--- src/medp_pkg.sv ---
// ----------------------------------------------------------------------------
// medp_pkg
// Shared types and constants for the matrix element dot product block.
// ----------------------------------------------------------------------------
package medp_pkg;

   localparam int MAX_DIM     = 16;
   localparam int IDX_W       = $clog2(MAX_DIM);
   localparam int ADDR_W      = 2 * IDX_W;
   localparam int STORE_DEPTH = MAX_DIM * MAX_DIM;
   localparam int DATA_W      = 32;
   localparam int SIZE_W      = 5;
   localparam int FUNC_W      = 2;
   localparam int CSR_IDX_W   = 2;

   localparam logic [FUNC_W-1:0] FUNC_WRITE_A = 2'd0;
   localparam logic [FUNC_W-1:0] FUNC_WRITE_B = 2'd1;
   localparam logic [FUNC_W-1:0] FUNC_COMPUTE = 2'd2;

   localparam logic [CSR_IDX_W-1:0] CSR_ROWS_A    = 2'd0;
   localparam logic [CSR_IDX_W-1:0] CSR_COLS_B    = 2'd1;
   localparam logic [CSR_IDX_W-1:0] CSR_INNER_LEN = 2'd2;

   localparam logic [SIZE_W-1:0] SIZE_RESET = 5'd4;
   localparam logic [SIZE_W-1:0] SIZE_MAX   = SIZE_W'(MAX_DIM);

   typedef enum logic [1:0] {
      ST_IDLE,
      ST_ISSUE,
      ST_DRAIN,
      ST_DONE
   } state_type;

   typedef struct packed {
      logic clear;
      logic operand_valid;
   } mac_ctrl_type;

   function automatic logic [SIZE_W-1:0] eff_size(input logic [SIZE_W-1:0] v);
      return (v > SIZE_MAX) ? SIZE_MAX : v;
   endfunction

endpackage

--- src/medp_mac.sv ---
// ----------------------------------------------------------------------------
// medp_mac
// Multiply-accumulate unit: registered product, then wrapping 32-bit sum.
// ----------------------------------------------------------------------------
module medp_mac (
   input  logic                         clock,
   input  logic                         reset,
   input  medp_pkg::mac_ctrl_type       ctrl,
   input  logic [medp_pkg::DATA_W-1:0]  operand_a,
   input  logic [medp_pkg::DATA_W-1:0]  operand_b,
   output logic [medp_pkg::DATA_W-1:0]  acc,
   output logic                         busy
);
   import medp_pkg::*;

   logic [2*DATA_W-1:0] full_prod;
   logic [DATA_W-1:0]   prod_ff, prod_in;
   logic                prod_vld_ff, prod_vld_in;
   logic [DATA_W-1:0]   acc_ff, acc_in;

   always_comb begin
      full_prod   = operand_a * operand_b;
      prod_in     = full_prod[DATA_W-1:0];
      prod_vld_in = ctrl.operand_valid;
      acc_in      = acc_ff;
      if (ctrl.clear) begin
         acc_in = '0;
      end else if (prod_vld_ff) begin
         acc_in = acc_ff + prod_ff;
      end
   end

   always_ff @(posedge clock) begin
      if (reset) begin
         prod_vld_ff <= 1'b0;
      end else begin
         prod_vld_ff <= prod_vld_in;
      end
      prod_ff <= prod_in;
      acc_ff  <= acc_in;
   end

   assign acc  = acc_ff;
   assign busy = prod_vld_ff;

endmodule

--- config.mk ---
export PLATFORM = sky130hd
export DESIGN_NAME = medp_mac
export DESIGN_NICKNAME = d
export VERILOG_FILES = /design/src/medp_pkg.sv /design/src/medp_mac.sv
export SDC_FILE = /design/constraint.sdc
export NUM_CORES = 1
export LEC_CHECK = 0
export BUFFER_PORTS_ARGS = -buffer_cell sky130_fd_sc_hd__buf_4
export CORE_ASPECT_RATIO = 0.8
export CORE_UTILIZATION = 65
export DETAILED_ROUTE_END_ITERATION = 7
export GPL_ROUTABILITY_DRIVEN = 0
export PLACE_DENSITY_LB_ADDON = 0.2
export SETUP_SLACK_MARGIN = 0.1
export SYNTH_ARGS = -nofsm -noshare
export SYNTH_HDL_FRONTEND = slang
export SYNTH_SLANG_ARGS = --single-unit
--- constraint.sdc ---
create_clock -name clock -period 21.6 [get_ports clock]
set_clock_uncertainty 0.1 [all_clocks]
set_input_delay 3.24 -clock clock [delete_from_list [all_inputs] [get_ports clock]]
set_output_delay 3.24 -clock clock [all_outputs]
set_load 0.03 [all_outputs]
Word level (Yosys, flattened, before mapping)
Cells that the tools add are included.
- register bits after elaboration: 65
- logic and storage cells: 5
- output and inout port bits: 33
- $mul: 1
- add/sub/neg operators: 1
- operator list (operator ; count):
    $add 32x32->32 ; 1
    $mul 32x32->32 ; 1

Depth between registers and ports, before layout
Gate-level depths: netlist of the first run.
- depth in word-level cells: 1
- mapped depth: 27

Worst setup path after synthesis of the first run
Ideal clock, no wire load.
- kind: input -> register
- start point: input port operand_a[12] (netlist bit)
- end point: register prod_ff[30]
- stages on the path: 25
- setup slack: 11.914 ns
- required time: 21.377 ns
- library setup time: 0.123 ns
- arrival time: 9.462 ns
- cells stage by stage: clkbuf_1 > clkbuf_1 > nand2_1 > fa_1 > inv_1 > fa_1 > inv_1 > fa_1 > fa_1 > inv_1 > fa_1 > inv_1 > fa_1 > fa_1 > fa_1 > inv_1 > ha_1 > a21o_1 > a21oi_1 > o21ai_0 > a22o_1 > a311o_1 > a31oi_1 > o21bai_1 > xor2_1
- word-level cells in the longest chain between the ends: 1
- RTL lines (element ; line ; source):
    start, declared ; medp_mac.sv:9 ; input logic [medp_pkg::DATA_W-1:0] operand_a,
    $mul 32x32->32 ; medp_mac.sv:22 ; full_prod = operand_a * operand_b;
    named net full_prod[30] ; medp_mac.sv:16 ; logic [2*DATA_W-1:0] full_prod;
    end signal, assigned ; medp_mac.sv:39 ; prod_ff <= prod_in;
    end, declared ; medp_mac.sv:17 ; logic [DATA_W-1:0] prod_ff, prod_in;
The timed path passes the listed nets, and every way through them passes these cells.
A chain may end at the register's enable or synchronous reset.

Final worst setup path of the first run
- start point: input port operand_b[5] (netlist bit)
- end point: register prod_ff[29]
- word-level cells in the longest chain between the ends: 1
- RTL lines (element ; line ; source):
    start, declared ; medp_mac.sv:10 ; input logic [medp_pkg::DATA_W-1:0] operand_b,
    $mul 32x32->32 ; medp_mac.sv:22 ;
    named net full_prod[29] ; medp_mac.sv:16 ;
The timed path passes the listed nets, and every way through them passes these cells.

==> results.sh, run 1 <==
export IMPL_die_area_um2=30000
export IMPL_clkSlewWorstSetupHoldPaths_ps=50
export IMPL_synth_cells=2127
export IMPL_rows=55
export IMPL_layout_drive_gt1_share_pct=5.83
export IMPL_cts_buffers=9
export IMPL_antennaDiodeCount=0
export IMPL_yosysSeqAreaShare_pct=6.83
export IMPL_hold_class="flop to flop"
export IMPL_portBuffers=100
export IMPL_ys_ff_latch=65
export IMPL_tightestPinTransition_ps=858
export IMPL_netlist_area_um2=19100
export IMPL_finalSetupTns_ps=0
export IMPL_status="finished with violations"
export IMPL_critical_path_buf_inv_count=5
export IMPL_finalHoldViolations=0
export IMPL_criticalPathCategory="input pin to flop"
export IMPL_required_ps=21760
export IMPL_cts_setup_buffers=0
export IMPL_wl_per_cell_um=19.0
export IMPL_max_stage_delay_ps=570
export IMPL_dr_total_vias=14508
export IMPL_via_per_inst=5.77
export IMPL_grt_pass1_wl_mm=77.5
export IMPL_ctsResizeCount=0
export IMPL_crit_path_cell_trace="buf_4 -> and2_1 -> fa_1 -> fa_1 -> fa_1 -> inv_1 -> fa_1 -> inv_1 -> fa_1 -> inv_1 -> fa_1 -> inv_1 -> fa_1 -> fa_1 -> ha_1 -> o21ai_0 -> a21oi_1 -> a211o_1 -> a221oi_2 -> o21ai_1 -> a221oi_2 -> xnor2_1"
export IMPL_yosysTopAreaCellShare_pct=43.0
export IMPL_ant_nets=0
export IMPL_yosys_warnings=0
export IMPL_synthFlopType="dfxtp_1"
export IMPL_rsz0062_at_grt="no"
export IMPL_cts_root_buf="clkbuf_16"
export IMPL_antenna_found_initial=0
export IMPL_drc=1
export IMPL_cap_viol_max_count=0
export IMPL_fin_cells=2513
export IMPL_dr_pass1_iters=7
export IMPL_synth_top_area_cell="fa_1"
export IMPL_die_w_um=193
export IMPL_crit_path_end_kind="flop"
export IMPL_dp_hpwl_mm=38.2
export IMPL_period_needed_ps=9730
export IMPL_critPathTopFamily="adder cells"
export IMPL_cp_slowest_cell="fa_1"
export IMPL_violations="design-rule violations"
export IMPL_place_inst=2497
export IMPL_max_slew_margin_pct=42.7
export IMPL_avgSynthCellArea_um2=8.96
export IMPL_yosys_cell_types_count=57
export IMPL_cts_tree="yes"
export IMPL_insertion_delay_ps=330
export IMPL_synthTopCellsByCount="fa_1, inv_1, nand2_1, and2_1, ha_1"
export IMPL_fin_crit_sh_pct=45.0
export IMPL_grt_pass1_vias=14813
export IMPL_path_common_cell="fa_1"
export IMPL_cts_hold_buf=0
export IMPL_async_reset_ff_share_pct=0
export IMPL_start_util_pct=66.8
export IMPL_crit_path_max_fanout=27
export IMPL_core_area_um2=28600
export IMPL_area_delta_synth_final_pct=5.96
export IMPL_maxSlewViolCount=0
export IMPL_h_tree_depth=3
export IMPL_fmax_mhz=103
export IMPL_die_height_um=155
export IMPL_syn_nets=2758
export IMPL_postRouteWirelength_mm=47.7
export IMPL_clock_sinks=65
export IMPL_synth_edf_count=0
export IMPL_grt_use_total_pct=33.1
export IMPL_clock_path_buffers=2
export IMPL_nNetsFinal=2769
export IMPL_start_kind="input pin"
export IMPL_grt_max_degree=39
export IMPL_drt_iter0_markers=1134
export IMPL_synth_most_common_cell="fa_1"
export IMPL_cp_arrival_ps=9890
export IMPL_ioPinCount=101
export IMPL_gr_total_overflow=0
export IMPL_setup_viol=0
export IMPL_yosys_top_cells_area="fa_1, ha_1, and2_1, inv_1, dfxtp_1"
-- per-layer routing --
layer / vias to the layer above / share of wire [%] / global-route usage, %
met5: - / 0 / 0
li1: 6431 / - / -
met3: 70 / 9.9 / 7.48
met2: 639 / 45 / 51.0
met4: 0 / 2.0 / 7.62
met1: 7368 / 43 / 48.0
-- worst paths after layout --
| path | start | to | slack [ps] | cells past startpoint |
|---|---|---|---|---|
| max | operand_b[5] | prod_ff[29]$_DFF_P_ | 11870 | 22 |
| min | acc[13]$_SDFFE_PP0P_ | acc[13]$_SDFFE_PP0P_ | 400 | 2 |
| max reg2reg | acc[1]$_SDFFE_PP0P_ | acc[29]$_SDFFE_PP0P_ | 18220 | 10 |
| min reg2reg | acc[13]$_SDFFE_PP0P_ | acc[13]$_SDFFE_PP0P_ | 400 | 2 |
-- final cells by class --
type,count,area [µm²]
Inverter,405,1520
Timing Repair Buffer,101,758
Clock inverter,2,10.0
Sequential cell,65,1300
Tap cell,370,463
Clock buffer,14,284
Fill cell,2212,8360
Multi-Input combinational cell,1556,15900
-- tightest hold or removal path, stage by stage (launching register included) --
cell and delay [ps]:
dfxtp_1 330, nand2_1 70, a21oi_1 50
-- flip-flops by register name (all words and copies together), names as in the netlist --
name / cells
prod_ff: 32
acc: 32
busy: 1
-- layout by cell type (no fill, tap or decap), types with 8 or more instances in the layout --
| cell | instances |
|---|---|
| nand3_1 | 15 |
| o21ai_0 | 27 |
| buf_4 | 101 |
| nor2_1 | 54 |
| mux2i_1 | 14 |
| o21bai_1 | 8 |
| xor2_1 | 24 |
| nor3_1 | 11 |
| inv_1 | 405 |
| fa_1 | 409 |
| a21o_1 | 24 |
| and2_1 | 274 |
| ha_1 | 154 |
| or3_1 | 8 |
| o21a_1 | 18 |
| dfxtp_1 | 65 |
| nand2_1 | 295 |
| xnor2_1 | 81 |
| clkbuf_16 | 9 |
| a21oi_1 | 48 |
| a211oi_1 | 9 |
-- kinds of logic after synthesis --
| logic type | share of synthesized area, % |
|---|---|
| AND/OR/NAND/NOR | 18.1 |
| adder cells (fa/ha/maj) | 53.1 |
| buffers and inverters | 9.96 |
| AO/OA/AOI/OAI | 6.42 |
| XOR/XNOR | 4.82 |
| flip-flops | 6.83 |
| multiplexers | 0.794 |
-- per-stage QoR --
stage / area (µm²) / setup slack (ps) / hold WS, ps / util [%]
6_report: 20200 / 11870 / 404 / 70.7
5_1_grt: 20200 / 11590 / 426 / 70.7
4_1_cts: 20200 / 11870 / 404 / 70.7
3_5_place_dp: 19900 / 11530 / 394 / 69.7
3_3_place_gp: 19900 / 11770 / 380 / 69.7
2_1_floorplan: 19100 / 11910 / 451 / -
Power of run 1 is not shown: default switching activity piles up to over one toggle a cycle in this logic, so the estimate is an artifact.
==> inputs of run 2 (changes only) <==
--- a/config.mk
+++ b/config.mk
@@ -5,9 +5,10 @@
 export SDC_FILE = /design/constraint.sdc
 export NUM_CORES = 1
 export LEC_CHECK = 0
+export ABC_AREA = 1
 export BUFFER_PORTS_ARGS = -buffer_cell sky130_fd_sc_hd__buf_4
 export CORE_ASPECT_RATIO = 0.8
-export CORE_UTILIZATION = 65
+export CORE_UTILIZATION = 59
 export DETAILED_ROUTE_END_ITERATION = 7
 export GPL_ROUTABILITY_DRIVEN = 0
 export PLACE_DENSITY_LB_ADDON = 0.2
==> constraint.sdc (replaced) <==
create_clock -name clock -period 8.8 [get_ports clock]
set_clock_uncertainty 0.1 [all_clocks]
set_input_delay 1.32 -clock clock [delete_from_list [all_inputs] [get_ports clock]]
set_output_delay 1.32 -clock clock [all_outputs]
set_load 0.03 [all_outputs]
==> results.sh, run 2 <==
export IMPL_criticalPathCategory="input pin to flop"
export IMPL_rows=60
export IMPL_clock_path_buffers=2
export IMPL_async_reset_ff_share_pct=0
export IMPL_h_tree_depth=3
export IMPL_synth_edf_count=0
export IMPL_period_needed_ps=7490
export IMPL_finalSetupTns_ps=0
export IMPL_path_common_cell="fa_1"
export IMPL_crit_path_end_kind="flop"
export IMPL_yosys_top_cells_area="fa_1, inv_1, nand2_1, ha_1, dfxtp_1"
export IMPL_synthTopCellsByCount="inv_1, nand2_1, fa_1, ha_1, nor2_1"
export IMPL_cts_root_buf="clkbuf_16"
export IMPL_ioPinCount=101
export IMPL_synth_cells=2813
export IMPL_grt_max_degree=48
export IMPL_maxSlewViolCount=0
export IMPL_synth_compound_area_share_pct=5.55
export IMPL_postRouteWirelength_mm=55.2
export IMPL_rsz0062_at_grt="no"
export IMPL_area_delta_synth_final_pct=5.41
export IMPL_hold_class="flop to flop"
export IMPL_required_ps=8960
export IMPL_drc=0
export IMPL_cts_buffers=9
export IMPL_cts_tree="yes"
export IMPL_die_area_um2=35800
export IMPL_fmax_mhz=134
export IMPL_finalHoldViolations=0
export IMPL_die_height_um=169
export IMPL_critPathTopFamily="adder cells"
export IMPL_grt_pass1_vias=17203
export IMPL_cts_hold_buf=0
export IMPL_critical_path_buf_inv_count=4
export IMPL_fillers=2996
export IMPL_yosys_area_share_adder_pct=49.0
export IMPL_ctsResizeCount=0
export IMPL_dr_pass1_iters=6
export IMPL_netlist_area_um2=20600
export IMPL_final_cell_mix="inv_1, nand2_1, fa_1, ha_1, nor2_1"
export IMPL_ys_ff_latch=65
export IMPL_synth_top_area_cell="fa_1"
export IMPL_clkSlewWorstSetupHoldPaths_ps=50
export IMPL_fin_crit_sh_pct=85.1
export IMPL_synth_simple_gate_area_share_pct=19.6
export IMPL_insertion_delay_ps=340
export IMPL_yosysSeqAreaShare_pct=6.30
export IMPL_synth_most_common_cell="inv_1"
export IMPL_yosysTopAreaCellShare_pct=39.7
export IMPL_synth_top_family_by_area="adder cells"
export IMPL_tightestPinTransition_ps=751
export IMPL_gr_total_overflow=0
export IMPL_cp_slowest_cell="fa_1"
export IMPL_die_w_um=211
export IMPL_yosys_warnings=0
export IMPL_final_common_cell="inv_1"
export IMPL_yosys_cell_types_count=49
export IMPL_wl_per_cell_um=16.8
export IMPL_synth_area_mux_share_pct=0
export IMPL_synth_xor_area_share_pct=2.12
export IMPL_syn_nets=3444
export IMPL_dr_total_vias=17443
export IMPL_layout_drive_gt1_share_pct=5.68
export IMPL_holdWs_ps=417
export IMPL_start_kind="input pin"
export IMPL_avgSynthCellArea_um2=7.34
export IMPL_dp_hpwl_mm=45.9
export IMPL_max_stage_delay_ps=570
export IMPL_ant_nets=0
export IMPL_cap_viol_max_count=0
export IMPL_setup_viol=0
export IMPL_status="finished, final reports clean"
export IMPL_antenna_found_initial=2
export IMPL_start_util_pct=60.7
export IMPL_max_slew_margin_pct=49.5
export IMPL_nNetsFinal=3444
export IMPL_portBuffers=100
export IMPL_grt_pass1_wl_mm=88.9
export IMPL_clock_sinks=65
export IMPL_crit_path_cell_trace="buf_4 -> nand2_1 -> fa_1 -> fa_1 -> fa_1 -> fa_1 -> inv_1 -> fa_1 -> inv_1 -> fa_1 -> fa_1 -> fa_1 -> inv_1 -> ha_1 -> a21oi_1 -> o21ai_0 -> a21oi_1 -> nand3_1 -> nand3_1 -> nand2_1 -> a21oi_1 -> xnor2_1"
export IMPL_drt_iter0_markers=1642
export IMPL_core_area_um2=34000
export IMPL_grt_use_total_pct=32.0
export IMPL_cp_arrival_ps=7650
export IMPL_cts_setup_buffers=0
export IMPL_via_per_inst=5.31
export IMPL_crit_path_max_fanout=30
export IMPL_synthFlopType="dfxtp_1"
[run 2: cell count changes after synthesis, sizes merged, moves of 14 or more]
| cell | previous run | this run |
|---|---|---|
| o21a | 18 | 3 |
| o21ai | 30 | 64 |
| buf | 2 | 34 |
| nand3 | 16 | 89 |
| nand2 | 295 | 781 |
| a21o | 24 | 10 |
| and2 | 274 | 0 |
| clkbuf | 99 | 78 |
| mux2i | 14 | 0 |
| xnor2 | 81 | 22 |
| a21oi | 48 | 73 |
| nor2 | 54 | 107 |
| inv | 405 | 823 |
[run 2: kinds of logic after synthesis]
family / Yosys count
AND/OR/NAND/NOR: 1007
buffers and inverters: 938
adder cells (fa/ha/maj): 563
AO/OA/AOI/OAI: 190
flip-flops: 65
XOR/XNOR: 50
[run 2: cell type report]
type                    count  area (µm²)  area share [%]
diodes                      1        2.50          0.0115
clock buffers              11         253            1.16
clock inverters             3        17.5          0.0805
inverters                 826        3100            14.2
multi-input cells        1810       15700            72.4
flip-flops and latches     65        1300            5.98
well taps                 465         582            2.67
repair buffers            101         758            3.48
[run 2: through the flow]
stage               setup WS, ps  std cells  utilization, %  cell area, µm²
floorplan                   1350       2813               -           20600
finish                      1310       3282            64.0           21800
global route                1100       3281            64.0           21800
global placement            1160       3267            63.2           21500
detailed placement          1040       3267            63.2           21500
CTS                         1390       3281            64.0           21800
[run 2: per-layer routing]
metal  routed length (µm)  global-route usage [%]  vias up
met4                  959                    6.02        2
met1                23700                    46.3     8481
met3                 6640                    9.75       67
met5                   10                       0        -
li1                     -                       -     8048
met2                23800                    47.5      845
[run 2: worst paths after layout]
path	startpoint	to	slack, ps	depth (start not counted)
worst max-delay path	operand_b[2]	prod_ff[26]$_DFF_P_	1310	22
worst min-delay path	acc[23]$_SDFFE_PP0P_	acc[23]$_SDFFE_PP0P_	420	2
worst max register to register	acc[0]$_SDFFE_PP0P_	acc[26]$_SDFFE_PP0P_	6190	11
worst min register to register	acc[23]$_SDFFE_PP0P_	acc[23]$_SDFFE_PP0P_	420	2
[run 2: tightest hold or removal path: stages, from the launching register on]
cell,delay (ps)
dfxtp_1,350
o211ai_1,90
inv_1,50
Power of run 2 is left out for the same reason.
==> inputs of run 3 (changes only) <==
--- a/config.mk
+++ b/config.mk
@@ -7,11 +7,14 @@
 export LEC_CHECK = 0
 export ABC_AREA = 1
 export BUFFER_PORTS_ARGS = -buffer_cell sky130_fd_sc_hd__buf_4
+export CELL_PAD_IN_SITES_DETAIL_PLACEMENT = 0
+export CELL_PAD_IN_SITES_GLOBAL_PLACEMENT = 1
 export CORE_ASPECT_RATIO = 0.8
-export CORE_UTILIZATION = 59
+export CORE_UTILIZATION = 44
 export DETAILED_ROUTE_END_ITERATION = 7
 export GPL_ROUTABILITY_DRIVEN = 0
-export PLACE_DENSITY_LB_ADDON = 0.2
+export PLACE_DENSITY_LB_ADDON = 0.1
+export REMOVE_ABC_BUFFERS = 1
 export SETUP_SLACK_MARGIN = 0.1
 export SYNTH_ARGS = -nofsm -noshare
 export SYNTH_HDL_FRONTEND = slang
==> results.sh, run 3 (synthesis results as in run 2) <==
export IMPL_portBuffers=100
export IMPL_die_height_um=196
export IMPL_crit_path_end_kind="flop"
export IMPL_maxSlewViolCount=0
export IMPL_whs_path_depth=2
export IMPL_reg2reg_from="acc[20]$_SDFFE_PP0P_"
export IMPL_rsz0062_at_grt="no"
export IMPL_insertion_delay_ps=350
export IMPL_dr_pass1_iters=5
export IMPL_cts_buffers=9
export IMPL_start_util_pct=44.9
export IMPL_drt_iter0_markers=1341
export IMPL_required_ps=8920
export IMPL_ctsResizeCount=0
export IMPL_max_slew_margin_pct=51.9
export IMPL_rr_endpoint="acc[21]$_SDFFE_PP0P_"
export IMPL_h_tree_depth=3
export IMPL_gr_total_overflow=0
export IMPL_clock_sinks=65
export IMPL_area_delta_synth_final_pct=6.62
export IMPL_grt_use_total_pct=27.6
export IMPL_grt_pass1_wl_mm=100
export IMPL_dr_total_vias=17201
export IMPL_worstHoldEndpoint="acc[31]$_SDFFE_PP0P_"
export IMPL_final_cell_mix="inv_1, nand2_1, fa_1, ha_1, nor2_1"
export IMPL_clock_path_buffers=2
export IMPL_crit_path_cell_trace="buf_4 -> nand2_1 -> inv_1 -> fa_1 -> inv_1 -> fa_1 -> fa_1 -> fa_1 -> inv_1 -> fa_1 -> inv_1 -> fa_1 -> inv_1 -> fa_1 -> fa_1 -> ha_1 -> nand2_1 -> nor3_2 -> nand4_1 -> nand3_1 -> nand3_1 -> nand2_1 -> a21oi_1 -> xnor2_1"
export IMPL_wl_per_cell_um=18.5
export IMPL_drc=0
export IMPL_criticalPathCategory="input pin to flop"
export IMPL_die_w_um=244
export IMPL_finalHoldViolations=0
export IMPL_core_area_um2=46000
export IMPL_status="finished, final reports clean"
export IMPL_cp_slowest_cell="fa_1"
export IMPL_final_common_cell="inv_1"
export IMPL_grt_max_degree=48
export IMPL_hold_class="flop to flop"
export IMPL_crit_path_max_fanout=29
export IMPL_cts_setup_buffers=0
export IMPL_ant_nets=0
export IMPL_ff2ff_path_depth=11
export IMPL_die_area_um2=47800
export IMPL_dp_hpwl_mm=52.0
export IMPL_finalSetupTns_ps=0
export IMPL_postRouteWirelength_mm=63.6
export IMPL_max_stage_delay_ps=560
export IMPL_ioPinCount=101
export IMPL_grt_pass1_vias=17329
export IMPL_path_common_cell="fa_1"
export IMPL_min_from="acc[31]$_SDFFE_PP0P_"
export IMPL_layout_drive_gt1_share_pct=5.75
export IMPL_rows=70
export IMPL_rrSetupSlack_ps=6050
export IMPL_fmax_mhz=128
export IMPL_period_needed_ps=7790
export IMPL_setup_viol=0
export IMPL_start_kind="input pin"
export IMPL_tightestPinTransition_ps=717
export IMPL_nNetsFinal=3444
export IMPL_cp_arrival_ps=7900
export IMPL_cts_root_buf="clkbuf_16"
export IMPL_fin_crit_sh_pct=88.5
export IMPL_cap_viol_max_count=0
export IMPL_cts_tree="yes"
export IMPL_via_per_inst=5.01
export IMPL_clkSlewWorstSetupHoldPaths_ps=60
export IMPL_antenna_found_initial=2
export IMPL_cts_hold_buf=0
==> run 3: changes by cell type in the layout (fill, tap and decap cells not counted), sizes merged <==
cell | before | now
bufinv | 0 | 2
clkbuf | 11 | 10
clkinv | 5 | 4
clkinvlp | 1 | 0
diode | 1 | 2
inv | 823 | 826
==> run 3: final cells by class <==
type / instances / area [µm²]
inverters: 826 / 3100
diodes: 2 / 5.00
repair buffers: 101 / 758
fillers: 4667 / 24000
multi-input cells: 1810 / 15700
flip-flops and latches: 65 / 1300
well taps: 612 / 766
clock buffers: 10 / 239
clock inverters: 6 / 95.1
==> run 3: stage by stage <==
step	util, %	hold slack (ps)	area, µm²	cells	worst slack, ps
2_1_floorplan	-	441	20100	2701	1780
3_3_place_gp	47.1	413	21700	3414	800
3_5_place_dp	47.1	420	21700	3414	773
4_1_cts	47.9	435	22000	3430	1110
5_1_grt	47.9	458	22000	3430	716
6_report	47.9	429	22000	3432	1010
==> run 3: routing by layer <==
layer  GRT usage (%)  vias up  share of wire [%]
li1                -     8054                  -
met4            3.26        2               0.81
met3            8.08       36                 10
met1            43.0     8471                 49
met2            37.9      638                 40
met5            1.42        -               0.14
==> run 3: worst max-delay path, delay by kind of cell <==
family	cells	cell delay, ps
XOR/XNOR	1	290
adder cells (fa/ha/maj)	9	4230
AND/OR/NAND/NOR	7	1220
AO/OA/AOI/OAI	1	90
buffers and inverters	6	730
==> run 3: how the worst max path moves through the flow <==
| stage | startpoint | end | slack [ps] | cells after the start |
|---|---|---|---|---|
| finish | operand_b[3] | prod_ff[26]$_DFF_P_ | 1010 | 24 |
| global route | operand_b[4] | prod_ff[26]$_DFF_P_ | 720 | 24 |
| CTS | operand_b[3] | prod_ff[26]$_DFF_P_ | 1110 | 24 |
| detailed placement | operand_b[4] | prod_ff[26]$_DFF_P_ | 770 | 24 |
| global placement | operand_b[2] | prod_ff[23]$_DFF_P_ | 800 | 18 |
| floorplan | operand_a[16] | prod_ff[31]$_DFF_P_ | 1780 | 24 |
Power of run 3 is left out for the same reason.
